==> src/hdl/olist_pkg.sv <==
`timescale 1ns / 1ps
// Shared types and codes for the ordered list core.
// Used by olist_ctrl, olist_dp and ordered_list_insert_delete_locate_core.
package olist_pkg;

    localparam int CMD_W    = 2;
    localparam int POS_W    = 6;
    localparam int VAL_W    = 32;
    localparam int STATUS_W = 3;

    // command opcodes
    localparam logic [CMD_W-1:0] CMD_CLEAR  = 2'd0;
    localparam logic [CMD_W-1:0] CMD_INSERT = 2'd1;
    localparam logic [CMD_W-1:0] CMD_DELETE = 2'd2;
    localparam logic [CMD_W-1:0] CMD_LOCATE = 2'd3;

    // result status codes
    localparam logic [STATUS_W-1:0] STS_OK       = 3'd0;
    localparam logic [STATUS_W-1:0] STS_FULL     = 3'd1;
    localparam logic [STATUS_W-1:0] STS_BADPOS   = 3'd2;
    localparam logic [STATUS_W-1:0] STS_EMPTY    = 3'd3;
    localparam logic [STATUS_W-1:0] STS_NOTFOUND = 3'd4;

    // controller -> datapath
    typedef struct packed {
        logic                load_in;     // capture a new command
        logic                cnt_clr;
        logic                cnt_inc;
        logic                cnt_dec;
        logic                ptr_first;   // pointer to entry 0
        logic                ptr_last;    // pointer to entry count-1
        logic                ptr_pos;     // pointer to entry position-1
        logic                ptr_inc;
        logic                ptr_dec;
        logic                wr_shift_up; // mem[ptr+1] <= read data
        logic                wr_shift_dn; // mem[ptr-1] <= read data
        logic                wr_value;    // mem[position-1] <= item value
        logic                rm_load;     // capture removed value
        logic                found_load;  // capture match position
        logic                st_load;
        logic [STATUS_W-1:0] st_code;
        logic                out_load;    // move result into output register
    } t_dp_cmd;

    // datapath -> controller
    typedef struct packed {
        logic [CMD_W-1:0] op;
        logic             cnt_zero;
        logic             cnt_full;
        logic             ins_bad;
        logic             ins_at_end;
        logic             del_bad;
        logic             ptr_at_pos;
        logic             ptr_at_last;
        logic             match;
    } t_dp_stat;

endpackage

==> src/hdl/olist_dp.sv <==
`timescale 1ns / 1ps
// Datapath of the ordered list core: entry memory, count, walk pointer,
// result and output registers. Depends on olist_pkg; driven by olist_ctrl.
module olist_dp #(
    parameter int CAPACITY = 32
) (
    input  logic                              i_clk,
    input  logic                              i_rst_n,
    input  olist_pkg::t_dp_cmd                i_cmd_bus,
    output olist_pkg::t_dp_stat               o_stat,
    input  logic [olist_pkg::CMD_W-1:0]       i_cmd,
    input  logic [olist_pkg::POS_W-1:0]       i_position,
    input  logic [olist_pkg::VAL_W-1:0]       i_item_value,
    output logic [olist_pkg::STATUS_W-1:0]    o_status,
    output logic [olist_pkg::VAL_W-1:0]       o_removed_value,
    output logic [olist_pkg::POS_W-1:0]       o_found_position,
    output logic [olist_pkg::POS_W-1:0]       o_entry_count
);
    import olist_pkg::*;

    localparam int AW   = (CAPACITY > 1) ? $clog2(CAPACITY) : 1;
    localparam int CW   = $clog2(CAPACITY + 1);
    localparam int CMPW = ((CW > POS_W) ? CW : POS_W) + 1;

    // latched command
    logic [CMD_W-1:0]    r_op;
    logic [POS_W-1:0]    r_pos;
    logic [VAL_W-1:0]    r_val;

    logic [CW-1:0]       r_count, n_count;
    logic [AW-1:0]       r_ptr, n_ptr;
    logic [VAL_W-1:0]    r_rdata;
    logic [VAL_W-1:0]    mem [CAPACITY];

    logic [STATUS_W-1:0] r_res_status;
    logic [VAL_W-1:0]    r_res_removed;
    logic [POS_W-1:0]    r_res_found;

    logic [STATUS_W-1:0] r_out_status;
    logic [VAL_W-1:0]    r_out_removed;
    logic [POS_W-1:0]    r_out_found;
    logic [POS_W-1:0]    r_out_count;

    logic [CMPW-1:0]     w_pos_x, w_cnt_x, w_pos_m1, w_cnt_m1, w_found_x;
    logic                w_wr_en;
    logic [AW-1:0]       w_wr_addr;
    logic [VAL_W-1:0]    w_wr_data;

    // widened operands for position checks
    assign w_pos_x   = CMPW'(r_pos);
    assign w_cnt_x   = CMPW'(r_count);
    assign w_pos_m1  = w_pos_x - CMPW'(1);
    assign w_cnt_m1  = w_cnt_x - CMPW'(1);
    assign w_found_x = CMPW'(r_ptr) + CMPW'(1);

    // status toward the controller
    always_comb begin
        o_stat.op          = r_op;
        o_stat.cnt_zero    = (r_count == '0);
        o_stat.cnt_full    = (w_cnt_x >= CMPW'(CAPACITY));
        o_stat.ins_bad     = (w_pos_x == '0) || (w_pos_x > w_cnt_x + CMPW'(1));
        o_stat.ins_at_end  = (w_pos_x == w_cnt_x + CMPW'(1));
        o_stat.del_bad     = (w_pos_x == '0) || (w_pos_x > w_cnt_x);
        o_stat.ptr_at_pos  = (r_ptr == w_pos_m1[AW-1:0]);
        o_stat.ptr_at_last = (r_ptr == w_cnt_m1[AW-1:0]);
        o_stat.match       = (r_rdata == r_val);
    end

    // walk pointer; the memory is always read at the next pointer
    always_comb begin
        n_ptr = r_ptr;
        if (i_cmd_bus.ptr_first) begin
            n_ptr = '0;
        end else if (i_cmd_bus.ptr_last) begin
            n_ptr = w_cnt_m1[AW-1:0];
        end else if (i_cmd_bus.ptr_pos) begin
            n_ptr = w_pos_m1[AW-1:0];
        end else if (i_cmd_bus.ptr_inc) begin
            n_ptr = r_ptr + AW'(1);
        end else if (i_cmd_bus.ptr_dec) begin
            n_ptr = r_ptr - AW'(1);
        end
    end

    // entry count
    always_comb begin
        n_count = r_count;
        if (i_cmd_bus.cnt_clr) begin
            n_count = '0;
        end else if (i_cmd_bus.cnt_inc) begin
            n_count = r_count + CW'(1);
        end else if (i_cmd_bus.cnt_dec) begin
            n_count = r_count - CW'(1);
        end
    end

    // memory write port
    always_comb begin
        w_wr_en   = i_cmd_bus.wr_shift_up | i_cmd_bus.wr_shift_dn | i_cmd_bus.wr_value;
        w_wr_addr = w_pos_m1[AW-1:0];
        w_wr_data = r_val;
        if (i_cmd_bus.wr_shift_up) begin
            w_wr_addr = r_ptr + AW'(1);
            w_wr_data = r_rdata;
        end else if (i_cmd_bus.wr_shift_dn) begin
            w_wr_addr = r_ptr - AW'(1);
            w_wr_data = r_rdata;
        end
    end

    // entry memory, registered read
    always_ff @(posedge i_clk) begin
        if (w_wr_en) begin
            mem[w_wr_addr] <= w_wr_data;
        end
        r_rdata <= mem[n_ptr];
    end

    // control state of the datapath
    always_ff @(posedge i_clk) begin
        if (!i_rst_n) begin
            r_count <= '0;
            r_ptr   <= '0;
        end else begin
            r_count <= n_count;
            r_ptr   <= n_ptr;
        end
    end

    // command capture and working result
    always_ff @(posedge i_clk) begin
        if (i_cmd_bus.load_in) begin
            r_op          <= i_cmd;
            r_pos         <= i_position;
            r_val         <= i_item_value;
            r_res_status  <= STS_OK;
            r_res_removed <= '0;
            r_res_found   <= '0;
        end else begin
            if (i_cmd_bus.st_load) begin
                r_res_status <= i_cmd_bus.st_code;
            end
            if (i_cmd_bus.rm_load) begin
                r_res_removed <= r_rdata;
            end
            if (i_cmd_bus.found_load) begin
                r_res_found <= w_found_x[POS_W-1:0];
            end
        end
    end

    // output register, held until the result transfer
    always_ff @(posedge i_clk) begin
        if (i_cmd_bus.out_load) begin
            r_out_status  <= r_res_status;
            r_out_removed <= r_res_removed;
            r_out_found   <= r_res_found;
            r_out_count   <= w_cnt_x[POS_W-1:0];
        end
    end

    assign o_status         = r_out_status;
    assign o_removed_value  = r_out_removed;
    assign o_found_position = r_out_found;
    assign o_entry_count    = r_out_count;

    // checks
    a_count_bound: assert property (@(posedge i_clk) disable iff (!i_rst_n)
        (CMPW'(r_count) <= CMPW'(CAPACITY)))
        else $error("entry count above capacity");

    a_count_inc: assert property (@(posedge i_clk) disable iff (!i_rst_n)
        (i_cmd_bus.cnt_inc && !i_cmd_bus.cnt_clr) |=> (r_count == $past(r_count) + CW'(1)))
        else $error("insert did not grow the count by one");

    a_wr_range: assert property (@(posedge i_clk) disable iff (!i_rst_n)
        w_wr_en |-> ({1'b0, w_wr_addr} < (AW+1)'(CAPACITY)))
        else $error("memory write outside capacity");

    a_shift_range: assert property (@(posedge i_clk) disable iff (!i_rst_n)
        i_cmd_bus.wr_shift_up |-> (CMPW'(r_ptr) < w_cnt_x))
        else $error("shift up reads beyond the list");

endmodule

==> src/hdl/olist_ctrl.sv <==
`timescale 1ns / 1ps
// Controller of the ordered list core: sequences one command at a time
// and owns both handshakes. Depends on olist_pkg; drives olist_dp.
module olist_ctrl (
    input  logic                 i_clk,
    input  logic                 i_rst_n,
    input  logic                 i_valid,
    output logic                 o_stall,
    output logic                 o_valid,
    input  logic                 i_stall,
    input  olist_pkg::t_dp_stat  i_stat,
    output olist_pkg::t_dp_cmd   o_cmd_bus
);
    import olist_pkg::*;

    localparam logic [2:0] S_IDLE      = 3'd0;
    localparam logic [2:0] S_DECODE    = 3'd1;
    localparam logic [2:0] S_INS_SHIFT = 3'd2;
    localparam logic [2:0] S_INS_WR    = 3'd3;
    localparam logic [2:0] S_DEL_RD    = 3'd4;
    localparam logic [2:0] S_DEL_SHIFT = 3'd5;
    localparam logic [2:0] S_LOC       = 3'd6;
    localparam logic [2:0] S_FIN       = 3'd7;

    logic [2:0] r_state, n_state;
    logic       r_out_valid, n_out_valid;
    logic       w_accept;
    logic       w_out_free;

    assign o_stall    = (r_state != S_IDLE);
    assign o_valid    = r_out_valid;
    assign w_accept   = i_valid && !o_stall;
    assign w_out_free = !r_out_valid || !i_stall;

    // next state and datapath commands
    always_comb begin
        n_state   = r_state;
        o_cmd_bus = '0;
        case (r_state)
            S_IDLE: begin
                if (w_accept) begin
                    o_cmd_bus.load_in = 1'b1;
                    n_state = S_DECODE;
                end
            end
            S_DECODE: begin
                n_state = S_FIN;
                case (i_stat.op)
                    CMD_CLEAR: begin
                        o_cmd_bus.cnt_clr = 1'b1;
                    end
                    CMD_INSERT: begin
                        if (i_stat.cnt_full) begin
                            o_cmd_bus.st_load = 1'b1;
                            o_cmd_bus.st_code = STS_FULL;
                        end else if (i_stat.ins_bad) begin
                            o_cmd_bus.st_load = 1'b1;
                            o_cmd_bus.st_code = STS_BADPOS;
                        end else if (i_stat.ins_at_end) begin
                            n_state = S_INS_WR;
                        end else begin
                            o_cmd_bus.ptr_last = 1'b1;
                            n_state = S_INS_SHIFT;
                        end
                    end
                    CMD_DELETE: begin
                        if (i_stat.cnt_zero) begin
                            o_cmd_bus.st_load = 1'b1;
                            o_cmd_bus.st_code = STS_EMPTY;
                        end else if (i_stat.del_bad) begin
                            o_cmd_bus.st_load = 1'b1;
                            o_cmd_bus.st_code = STS_BADPOS;
                        end else begin
                            o_cmd_bus.ptr_pos = 1'b1;
                            n_state = S_DEL_RD;
                        end
                    end
                    CMD_LOCATE: begin
                        if (i_stat.cnt_zero) begin
                            o_cmd_bus.st_load = 1'b1;
                            o_cmd_bus.st_code = STS_NOTFOUND;
                        end else begin
                            o_cmd_bus.ptr_first = 1'b1;
                            n_state = S_LOC;
                        end
                    end
                    default: begin
                        n_state = S_FIN;
                    end
                endcase
            end
            // move entries up one place, from the tail down to the position
            S_INS_SHIFT: begin
                o_cmd_bus.wr_shift_up = 1'b1;
                if (i_stat.ptr_at_pos) begin
                    n_state = S_INS_WR;
                end else begin
                    o_cmd_bus.ptr_dec = 1'b1;
                end
            end
            S_INS_WR: begin
                o_cmd_bus.wr_value = 1'b1;
                o_cmd_bus.cnt_inc  = 1'b1;
                n_state = S_FIN;
            end
            S_DEL_RD: begin
                o_cmd_bus.rm_load = 1'b1;
                if (i_stat.ptr_at_last) begin
                    o_cmd_bus.cnt_dec = 1'b1;
                    n_state = S_FIN;
                end else begin
                    o_cmd_bus.ptr_inc = 1'b1;
                    n_state = S_DEL_SHIFT;
                end
            end
            // move entries down one place, up to the tail
            S_DEL_SHIFT: begin
                o_cmd_bus.wr_shift_dn = 1'b1;
                if (i_stat.ptr_at_last) begin
                    o_cmd_bus.cnt_dec = 1'b1;
                    n_state = S_FIN;
                end else begin
                    o_cmd_bus.ptr_inc = 1'b1;
                end
            end
            // linear search from the head
            S_LOC: begin
                if (i_stat.match) begin
                    o_cmd_bus.found_load = 1'b1;
                    n_state = S_FIN;
                end else if (i_stat.ptr_at_last) begin
                    o_cmd_bus.st_load = 1'b1;
                    o_cmd_bus.st_code = STS_NOTFOUND;
                    n_state = S_FIN;
                end else begin
                    o_cmd_bus.ptr_inc = 1'b1;
                end
            end
            S_FIN: begin
                if (w_out_free) begin
                    o_cmd_bus.out_load = 1'b1;
                    n_state = S_IDLE;
                end
            end
            default: begin
                n_state = S_IDLE;
            end
        endcase
    end

    // output valid flag
    always_comb begin
        n_out_valid = r_out_valid;
        if (o_cmd_bus.out_load) begin
            n_out_valid = 1'b1;
        end else if (r_out_valid && !i_stall) begin
            n_out_valid = 1'b0;
        end
    end

    always_ff @(posedge i_clk) begin
        if (!i_rst_n) begin
            r_state     <= S_IDLE;
            r_out_valid <= 1'b0;
        end else begin
            r_state     <= n_state;
            r_out_valid <= n_out_valid;
        end
    end

    // checks
    a_accept_decode: assert property (@(posedge i_clk) disable iff (!i_rst_n)
        w_accept |=> (r_state == S_DECODE))
        else $error("accepted command not decoded");

    a_count_cmd_onehot: assert property (@(posedge i_clk) disable iff (!i_rst_n)
        $onehot0({o_cmd_bus.cnt_clr, o_cmd_bus.cnt_inc, o_cmd_bus.cnt_dec}))
        else $error("conflicting count updates");

    a_no_overwrite: assert property (@(posedge i_clk) disable iff (!i_rst_n)
        (r_out_valid && i_stall) |-> !o_cmd_bus.out_load)
        else $error("pending result overwritten");

endmodule

==> src/hdl/ordered_list_insert_delete_locate_core.sv <==
`timescale 1ns / 1ps
// Ordered list core: one command per transfer, one result per command.
// One command at a time: the next transfer is taken the cycle after the result is registered.
// Reset clears the count and the handshake state; entries stay undefined.
module ordered_list_insert_delete_locate_core #(
    parameter int CAPACITY = 32
) (
    input  logic                                   i_clk,
    input  logic                                   i_rst_n,
    input  logic                                   i_valid,
    output logic                                   o_stall,
    input  logic [olist_pkg::CMD_W-1:0]            i_cmd,
    input  logic [olist_pkg::POS_W-1:0]            i_position,
    input  logic signed [olist_pkg::VAL_W-1:0]     i_item_value,
    output logic                                   o_valid,
    input  logic                                   i_stall,
    output logic [olist_pkg::STATUS_W-1:0]         o_status,
    output logic signed [olist_pkg::VAL_W-1:0]     o_removed_value,
    output logic [olist_pkg::POS_W-1:0]            o_found_position,
    output logic [olist_pkg::POS_W-1:0]            o_entry_count
);
    import olist_pkg::*;

    t_dp_cmd          w_cmd_bus;
    t_dp_stat         w_stat;
    logic [VAL_W-1:0] w_removed;

    olist_ctrl u_ctrl (
        .i_clk     (i_clk),
        .i_rst_n   (i_rst_n),
        .i_valid   (i_valid),
        .o_stall   (o_stall),
        .o_valid   (o_valid),
        .i_stall   (i_stall),
        .i_stat    (w_stat),
        .o_cmd_bus (w_cmd_bus)
    );

    olist_dp #(
        .CAPACITY (CAPACITY)
    ) u_dp (
        .i_clk            (i_clk),
        .i_rst_n          (i_rst_n),
        .i_cmd_bus        (w_cmd_bus),
        .o_stat           (w_stat),
        .i_cmd            (i_cmd),
        .i_position       (i_position),
        .i_item_value     ($unsigned(i_item_value)),
        .o_status         (o_status),
        .o_removed_value  (w_removed),
        .o_found_position (o_found_position),
        .o_entry_count    (o_entry_count)
    );

    assign o_removed_value = $signed(w_removed);

endmodule

==> config.mk <==
export PLATFORM = sky130hd
export DESIGN_NAME = ordered_list_insert_delete_locate_core
export DESIGN_NICKNAME = d
export VERILOG_FILES = /design/src/hdl/olist_pkg.sv /design/src/hdl/olist_dp.sv /design/src/hdl/olist_ctrl.sv /design/src/hdl/ordered_list_insert_delete_locate_core.sv
export SDC_FILE = /design/constraint.sdc
export NUM_CORES = 2
export LEC_CHECK = 0
export ABC_AREA = 0
export BUFFER_PORTS_ARGS = -buffer_cell sky130_fd_sc_hd__buf_4
export CAP_MARGIN = 10
export CORE_MARGIN = 4
export CORE_UTILIZATION = 62
export DETAILED_ROUTE_END_ITERATION = 6
export PLACE_DENSITY = 0.76
export RECOVER_POWER = 25
export SLEW_MARGIN = 0
export SYNTH_ARGS = -nofsm -noshare
export SYNTH_HDL_FRONTEND = slang
export SYNTH_SLANG_ARGS = --single-unit
==> constraint.sdc <==
create_clock -name i_clk -period 4.2 [get_ports i_clk]
set_input_delay 0.84 -clock i_clk [delete_from_list [all_inputs] [get_ports i_clk]]
set_output_delay 0.84 -clock i_clk [all_outputs]
set_load 0.1 [all_outputs]
# [Word level (Yosys, flattened, before mapping)]
# Memory sizes are Yosys's and may differ from the RTL's. A register that Yosys moved wholly into a read port is not among the register bits.
# Index checks and enable logic that the tools add are counted.
[classes] addsub=8 magnitude_cmp=3 n_eq_ne=17 mux=66 n_bitwise=3 reduce_logical=18
[op_table] op="$mux W32" count=2
[op_table] op="$mux W5" count=7
[op_table] op="$eq A32 B32 Y1" count=1
[op_table] op="$mux W1" count=31
[op_table] op="$mux W4" count=7
[op_table] op="$mux W3" count=9
[op_table] op="$pmux W3 S8" count=1
[op_table] op="$sub A5 B1 Y5 const B" count=3
[op_table] op="$eq A3 B3 Y1 const B" count=4
[op_table] op="$mux W6" count=2
[op_table] op="$pmux W4 S3" count=1
[op_table] op="$eq A5 B5 Y1" count=2
[op_table] op="$pmux W3 S3" count=1
[op_table] op="$pmux W4 S2" count=1
[op_table] op="$add A6 B1 Y7 const B" count=1
[op_table] op="$eq A6 B7 Y1" count=1
[op_table] op="$gt A6 B7 Y1" count=1
[op_table] op="$logic_not A7 Y1" count=1
[op_table] op="$add A5 B1 Y6 const B" count=1
[op_table] op="$add A6 B1 Y6 const B" count=1
[op_table] op="$eq A3 B2 Y1 const B" count=2
[op_table] op="$ge A6 B6 Y1 const B" count=1
[op_table] op="$gt A6 B6 Y1" count=1
[op_table] op="$logic_not A6 Y1" count=1
[op_table] op="other kinds (19)" count=32
[totals] register_bits=143 ram_bits=1024 input_bits=44 output_inout_bits=49 mem_count=1
[memory_table] memory="u_dp.mem" depth=32 width=32 read_ports=1 rd_clocked_by_memory_dff=1 wr=1 line_no="olist_dp.sv:33" rtl="logic [VAL_W-1:0] mem [CAPACITY];"

# [Longest topological paths before layout]
[depth] ltp_word=10 mapped_depth=19 depth_no_buf=15

# [Modules after synthesis]
# From an unflattened synthesis, not the netlist that was laid out.
[hier_totals] cells_unflattened=3491 hier_area_um2=47763.3
[modules_own_cells] module="olist_dp" instances=1 cells_per_inst=3416 area_each_um2=47241.6 seq_area_each_um2=35043.6
[modules_own_cells] module="olist_ctrl" instances=1 cells_per_inst=75 area_each_um2=521.8 seq_area_each_um2=80.1

# [Least setup slack after synthesis]
# Ideal clock, no wire load.
[synth_timing] kind="register to register" from="reg u_ctrl.r_state[2]" to="reg u_dp.r_out_count[0], in the netlist u_dp.o_entry_count[0], enable pin" setup_time_ns=0.469 arrival_ns=3.317 required_time_ns=3.731 path_slack_ns=0.415 path_stages_with_launch=5 path_cell_list="dfxtp_1 clkbuf_1 buf_1 nand3_1 a21oi_1"
[synth_between] elab_chain_cells=2
[synth_rtl] element="from (decl)" line_no="olist_ctrl.sv:25" rtl="logic [2:0] r_state, n_state;"
[synth_rtl] element="from (signal assigned)" line_no="olist_ctrl.sv:166" rtl="r_state <= n_state;"
[synth_rtl] element="$eq A3 B3 Y1" line_no="olist_ctrl.sv:39" rtl="case (r_state)"
[synth_rtl] element="$mux W1" line_no="olist_ctrl.sv:39"
[synth_rtl] element="to (signal assigned)" line_no="olist_dp.sv:158" rtl="r_out_count <= w_cnt_x[POS_W-1:0];"
[synth_rtl] element="to (decl)" line_no="olist_dp.sv:42" rtl="logic [POS_W-1:0] r_out_count;"
# Every way passes these cells.
# A chain may end at the register's enable or synchronous reset.

# [Worst setup path after layout]
[layout_timing] from="reg u_dp.r_val[27]" to="reg u_dp.r_rdata[10], read port of u_dp.mem"
[layout_between] elab_chain_cells=7
[layout_rtl] element="from (decl)" line_no="olist_dp.sv:28" rtl="logic [VAL_W-1:0] r_val;"
[layout_rtl] element="from (signal assigned)" line_no="olist_dp.sv:135" rtl="r_val <= i_item_value;"
[layout_rtl] element="$eq A32 B32 Y1" line_no="olist_dp.sv:66" rtl="o_stat.match = (r_rdata == r_val);"
[layout_rtl] element="$mux W1" line_no="olist_ctrl.sv:128" rtl="if (i_stat.match) begin"
[layout_rtl] element="$pmux W1 S2" line_no="olist_ctrl.sv:39"
[layout_rtl] element="$mux W5" line_no="olist_dp.sv:78" rtl="end else if (i_cmd_bus.ptr_inc) begin"
[layout_rtl] element="$mux W5" line_no="olist_dp.sv:76" rtl="end else if (i_cmd_bus.ptr_pos) begin"
[layout_rtl] element="$mux W5" line_no="olist_dp.sv:74" rtl="end else if (i_cmd_bus.ptr_last) begin"
[layout_rtl] element="$mux W5" line_no="olist_dp.sv:72" rtl="if (i_cmd_bus.ptr_first) begin"
[layout_rtl] element="to (decl)" line_no="olist_dp.sv:32" rtl="logic [VAL_W-1:0] r_rdata;"
# Every way passes these cells.

==> summary.md <==
| Metric | Value |
|---|---|
| First-pass GRT wire length | 177600 um |
| Hold violation total from the final report | 0 |
| Vias after detailed routing | approximately 25000 |
| Utilization after layout | 0.7280 |
| Initial Utilization | 0.6254 |
| Gp weighted congestion | 0.9592 |
| Number of setup violations in the final report | 0 |
| Number of antenna violations at the first check in global routing | 1 |
| Worst hold path depth | 1 |
| Category of the critical setup timing path | flop to flop |
| Yosys cell types | 76 |
| Proportion of layout cells with a drive suffix above 1 | 0.3153 |
| Number of violations reported at the end of detailed-routing iteration 0 | 4046 |
| Worst slew pin tran | 1.047 ns |
| Min cycle time layout | 4.144 ns |
| Startpoint types | flop |
| Comb power frac | 0.371 |
| Warnings from Yosys | 0 |
| H-tree depth | 3 |
| Die extent in y | 282.0 um |
| Instance count after placement with tap cells included | 3496 |
| Clock tree from TritonCTS | done |
| Non-filler instance count after layout | 3716 |
| Skew-Pair Late Insertion Delay | 0.67 ns |
| Net switching power | 0.01329 W |
| Final Cycle Share | 0.9866 |
| Power per unit of standard cell area | 760.5 nW/um^2 |
| Wire length per cell after detailed routing | 33.26 um |
| Crit path capture type | flop |
| Cts bufs inserted | 113 |
| Core Rows | 100 |
| Via count of the first global-routing pass | approximately 26000 |
| Clock Sink Count | between 1000 and 1500 |
| Internal Power | 0.02793 W |
| Worst-case reg-to-reg path depth | 14 |
| Worst R2R Start | u_dp.r_val[27] |
| Share of the yosys chip area belonging to registers | 0.7544 |
| Average instance area after synthesis | 19.80 sq um |
| Hold Startpoint | i_item_value[9] |
| Number of maximum-capacitance constraint violations | 0 |
| Final HPWL DP | around 71000 um |
| Routed via count divided by cell count | 6.797 |
| Cell area after synthesis | 46560 sq um |
| Worst voltage drop across the vdd grid | 459.6 uV |
| Synth top area cells | sky130_fd_sc_hd__edfxtp_1 72%, sky130_fd_sc_hd__mux4_2 11%, sky130_fd_sc_hd__dfxtp_1 3.8% |
| Layout Area Growth over Synthesis | 16.40% |
| Core Footprint | 74450 sq um |
| Ports | 93 |
| Critical path startpoint | u_dp.r_val[27] |
| Pleak | ~18 nW |
| RSZ-0062 raised after global routing | yes |
| Width of the die | 282.0 um |
| Antenna Violating Nets Remaining | 0 |
| Total overflow reported by the global router | 0 |
| Number of nets at the end of the flow | 2714 |
| Clk_skew | 0.02945 ns |
| Clock tree root buffer cell | sky130_fd_sc_hd__clkbuf_16 |
| Residual DRC | 0 |
| Remaining max-slew budget at the tightest pin | 0.3018 |
| Post-synthesis async set-or-reset flop share | 0 |
| Maximum clock rate | 241.3 MHz |
| Total of flip-flops plus latches after synthesis | 1199 |
| Top cell type by total area after synthesis | sky130_fd_sc_hd__edfxtp_1 |
| Number of diodes added for antenna fixing | 0 |
| Class of the tightest hold or removal check | input port to flop |
| Max Root-Sink Buffers | 3 |
| Cells after synthesis | 2352 |
| Area share of the largest cell type after synthesis | 0.7165 |
| Data required, critical path | 4.74 ns |
| Count of input and output buffers | between 90 and 100 |
| Drt total wl | 123600 um |
| Final max-slew violation count | 0 |
| Clock edge transition at the registers on the reported setup and hold paths | 0.07 ns |
| All-Layer GR Usage | 0.3129 |
| Number of detailed-routing iterations run before antenna repair | 6 |
| Switching Share | 0.3225 |
| Portion of total power attributed to sequential cells | 0.375 |
| Clock network fraction of design power | 0.254 |
| Main synth FF type | sky130_fd_sc_hd__edfxtp_1 |
| Worst-path fanout max | 17 |
| Die ar. | 79550 sq um |
| Maximum number of pins on one net before global-route repair | 82 |
| Post-synth EDFFs | 1111 |
| Data arrival time of the critical path | 4.69 ns |
| Post-synth net total | 2419 |
| Result of the run | finished, final reports clean |
==> stage by stage <==
stage	area (sq um)	power, W	hold slack [ns]	setup slack, ns	TNS (ns)
after floorplan	46560	0.02527	0.4076	0.4145	0
final	54200	0.04122	0.3643	0.05623	0
after detailed placement	50190	0.03026	0.4194	0.1492	0
after global routing	54200	0.04267	0.3483	-0.06101	-0.1596
after global placement	50190	0.02985	0.4158	0.2105	0
after CTS	54020	0.04081	0.3141	0.02716	0
==> kinds of logic after synthesis <==
| kind of cell | after synthesis | share of synthesized area |
|---|---|---|
| XOR/XNOR | 66 | 0.01303 |
| AND/OR/NAND/NOR | 293 | 0.03080 |
| buffers and inverters | 137 | 0.01671 |
| multiplexers | 332 | 0.1314 |
| flip-flops | 1199 | 0.7544 |
| AO/OA/AOI/OAI | 302 | 0.04740 |
| adder cells (fa/ha/maj) | 23 | 0.006342 |
==> power by group through the flow <==
stage	clock (W)	combinational [W]	sequential [W]
after floorplan	0	0.00986	0.0154
after global placement	0	0.0142	0.0156
after detailed placement	0	0.0146	0.0156
after CTS	0.0105	0.0149	0.0154
after global routing	0.0111	0.0161	0.0155
final	0.0105	0.0153	0.0155
==> worst paths after layout <==
check | end | slack, ns
worst min register to register | u_dp.o_removed_value[7] | 0.43
worst max-delay path | u_dp.r_rdata[10] | 0.06
worst max register to register | u_dp.r_rdata[10] | 0.06
worst min-delay path | u_dp.r_val[9] | 0.36
==> critical path, stage by stage (launching register included) <==
cell and delay (ns):
sky130_fd_sc_hd__edfxtp_1 0.46, sky130_fd_sc_hd__xnor2_1 0.39, sky130_fd_sc_hd__nand4_1 0.24, sky130_fd_sc_hd__nor4_1 0.50, sky130_fd_sc_hd__nand3_1 0.25, sky130_fd_sc_hd__a21oi_2 0.20, sky130_fd_sc_hd__xnor2_1 0.11, sky130_fd_sc_hd__o211ai_4 0.32
sky130_fd_sc_hd__buf_12 0.16, sky130_fd_sc_hd__clkbuf_16 0.17, sky130_fd_sc_hd__buf_12 0.19, sky130_fd_sc_hd__buf_4 0.16, sky130_fd_sc_hd__mux4_2 0.51, sky130_fd_sc_hd__a21oi_2 0.22, sky130_fd_sc_hd__a211oi_2 0.11
==> placed cells by master, fill, tap and decap left out, drive strengths merged, types with 3 or more instances in the layout <==
cell / synthesis / final
a211oi: 34 / 34
mux2i: 80 / 80
inv: 17 / 22
clkinvlp: 0 / 9
a21o: 5 / 5
or2: 4 / 4
nor2b: 34 / 34
o22ai: 70 / 70
nor2: 71 / 71
a21oi: 121 / 121
a221oi: 34 / 34
nand2: 102 / 102
bufinv: 0 / 15
and3: 3 / 3
nor3b: 4 / 4
clkinv: 1 / 54
dfxtp: 88 / 88
and2: 7 / 7
o211ai: 6 / 6
nand2b: 4 / 4
and2b: 4 / 4
buf: 80 / 257
nor3: 15 / 15
edfxtp: 1111 / 1111
o21ai: 12 / 12
mux4: 220 / 220
ha: 22 / 22
nand3: 23 / 23
clkbuf: 39 / 175
nand4: 11 / 11
xnor2: 55 / 55
nor4: 3 / 3
xor2: 9 / 9
mux2: 32 / 32
==> flip-flops by register name, indices dropped and copies added, names as in the netlist, 2 cells and up <==
register	cells
u_dp.r_res_removed	32
u_dp.r_count	6
u_dp.o_entry_count	6
u_dp.o_removed_value	32
u_dp.r_res_status	3
u_dp.r_ptr	5
u_dp.r_pos	6
u_dp.r_res_found	6
u_dp.r_op	2
u_dp.o_found_position	6
u_dp.r_rdata	32
u_dp.o_status	3
u_dp.r_val	32
u_ctrl.r_state	3
u_dp.mem	1024
==> synthesized netlist by cell type, drive strengths merged (9+ instances only) <==
| cell | number |
|---|---|
| mux2i | 80 |
| nor2b | 34 |
| dfxtp | 88 |
| o22ai | 70 |
| xnor2 | 55 |
| inv | 17 |
| a21oi | 121 |
| xor2 | 9 |
| nand3 | 23 |
| buf | 80 |
| mux4 | 220 |
| mux2 | 32 |
| o21ai | 12 |
| nor2 | 71 |
| a221oi | 34 |
| nand4 | 11 |
| a211oi | 34 |
| edfxtp | 1111 |
| nor3 | 15 |
| nand2 | 102 |
| clkbuf | 39 |
| ha | 22 |
==> routing by layer <==
layer  global-route usage  up-vias  part of all wire
met1               0.4296    12900              0.35
met2               0.4970     1825              0.48
met4               0.1391        2             0.048
li1                     -    10190                 -
met3              0.06446      343              0.12
met5                    0        -          0.000097
==> timing repair <==
| item | 4_1_cts | 5_1_grt |
|---|---|---|
| gates resized for setup | 0 | 26 |
| buffers inserted | 0 | 4 |
| setup endpoints to repair | 0 | 22 |
| hold buffers | 0 | 0 |
==> layout make-up <==
type,instances,area [sq um]
Inverter,18,67.56
Sequential cell,1199,35130
Clock buffer,133,2985
Tap cell,969,1212
Timing Repair Buffer,299,2898
Fill cell,4108,20250
Clock inverter,82,848.3
Multi-Input combinational cell,1016,11060
(Power assumes the default switching activity.)
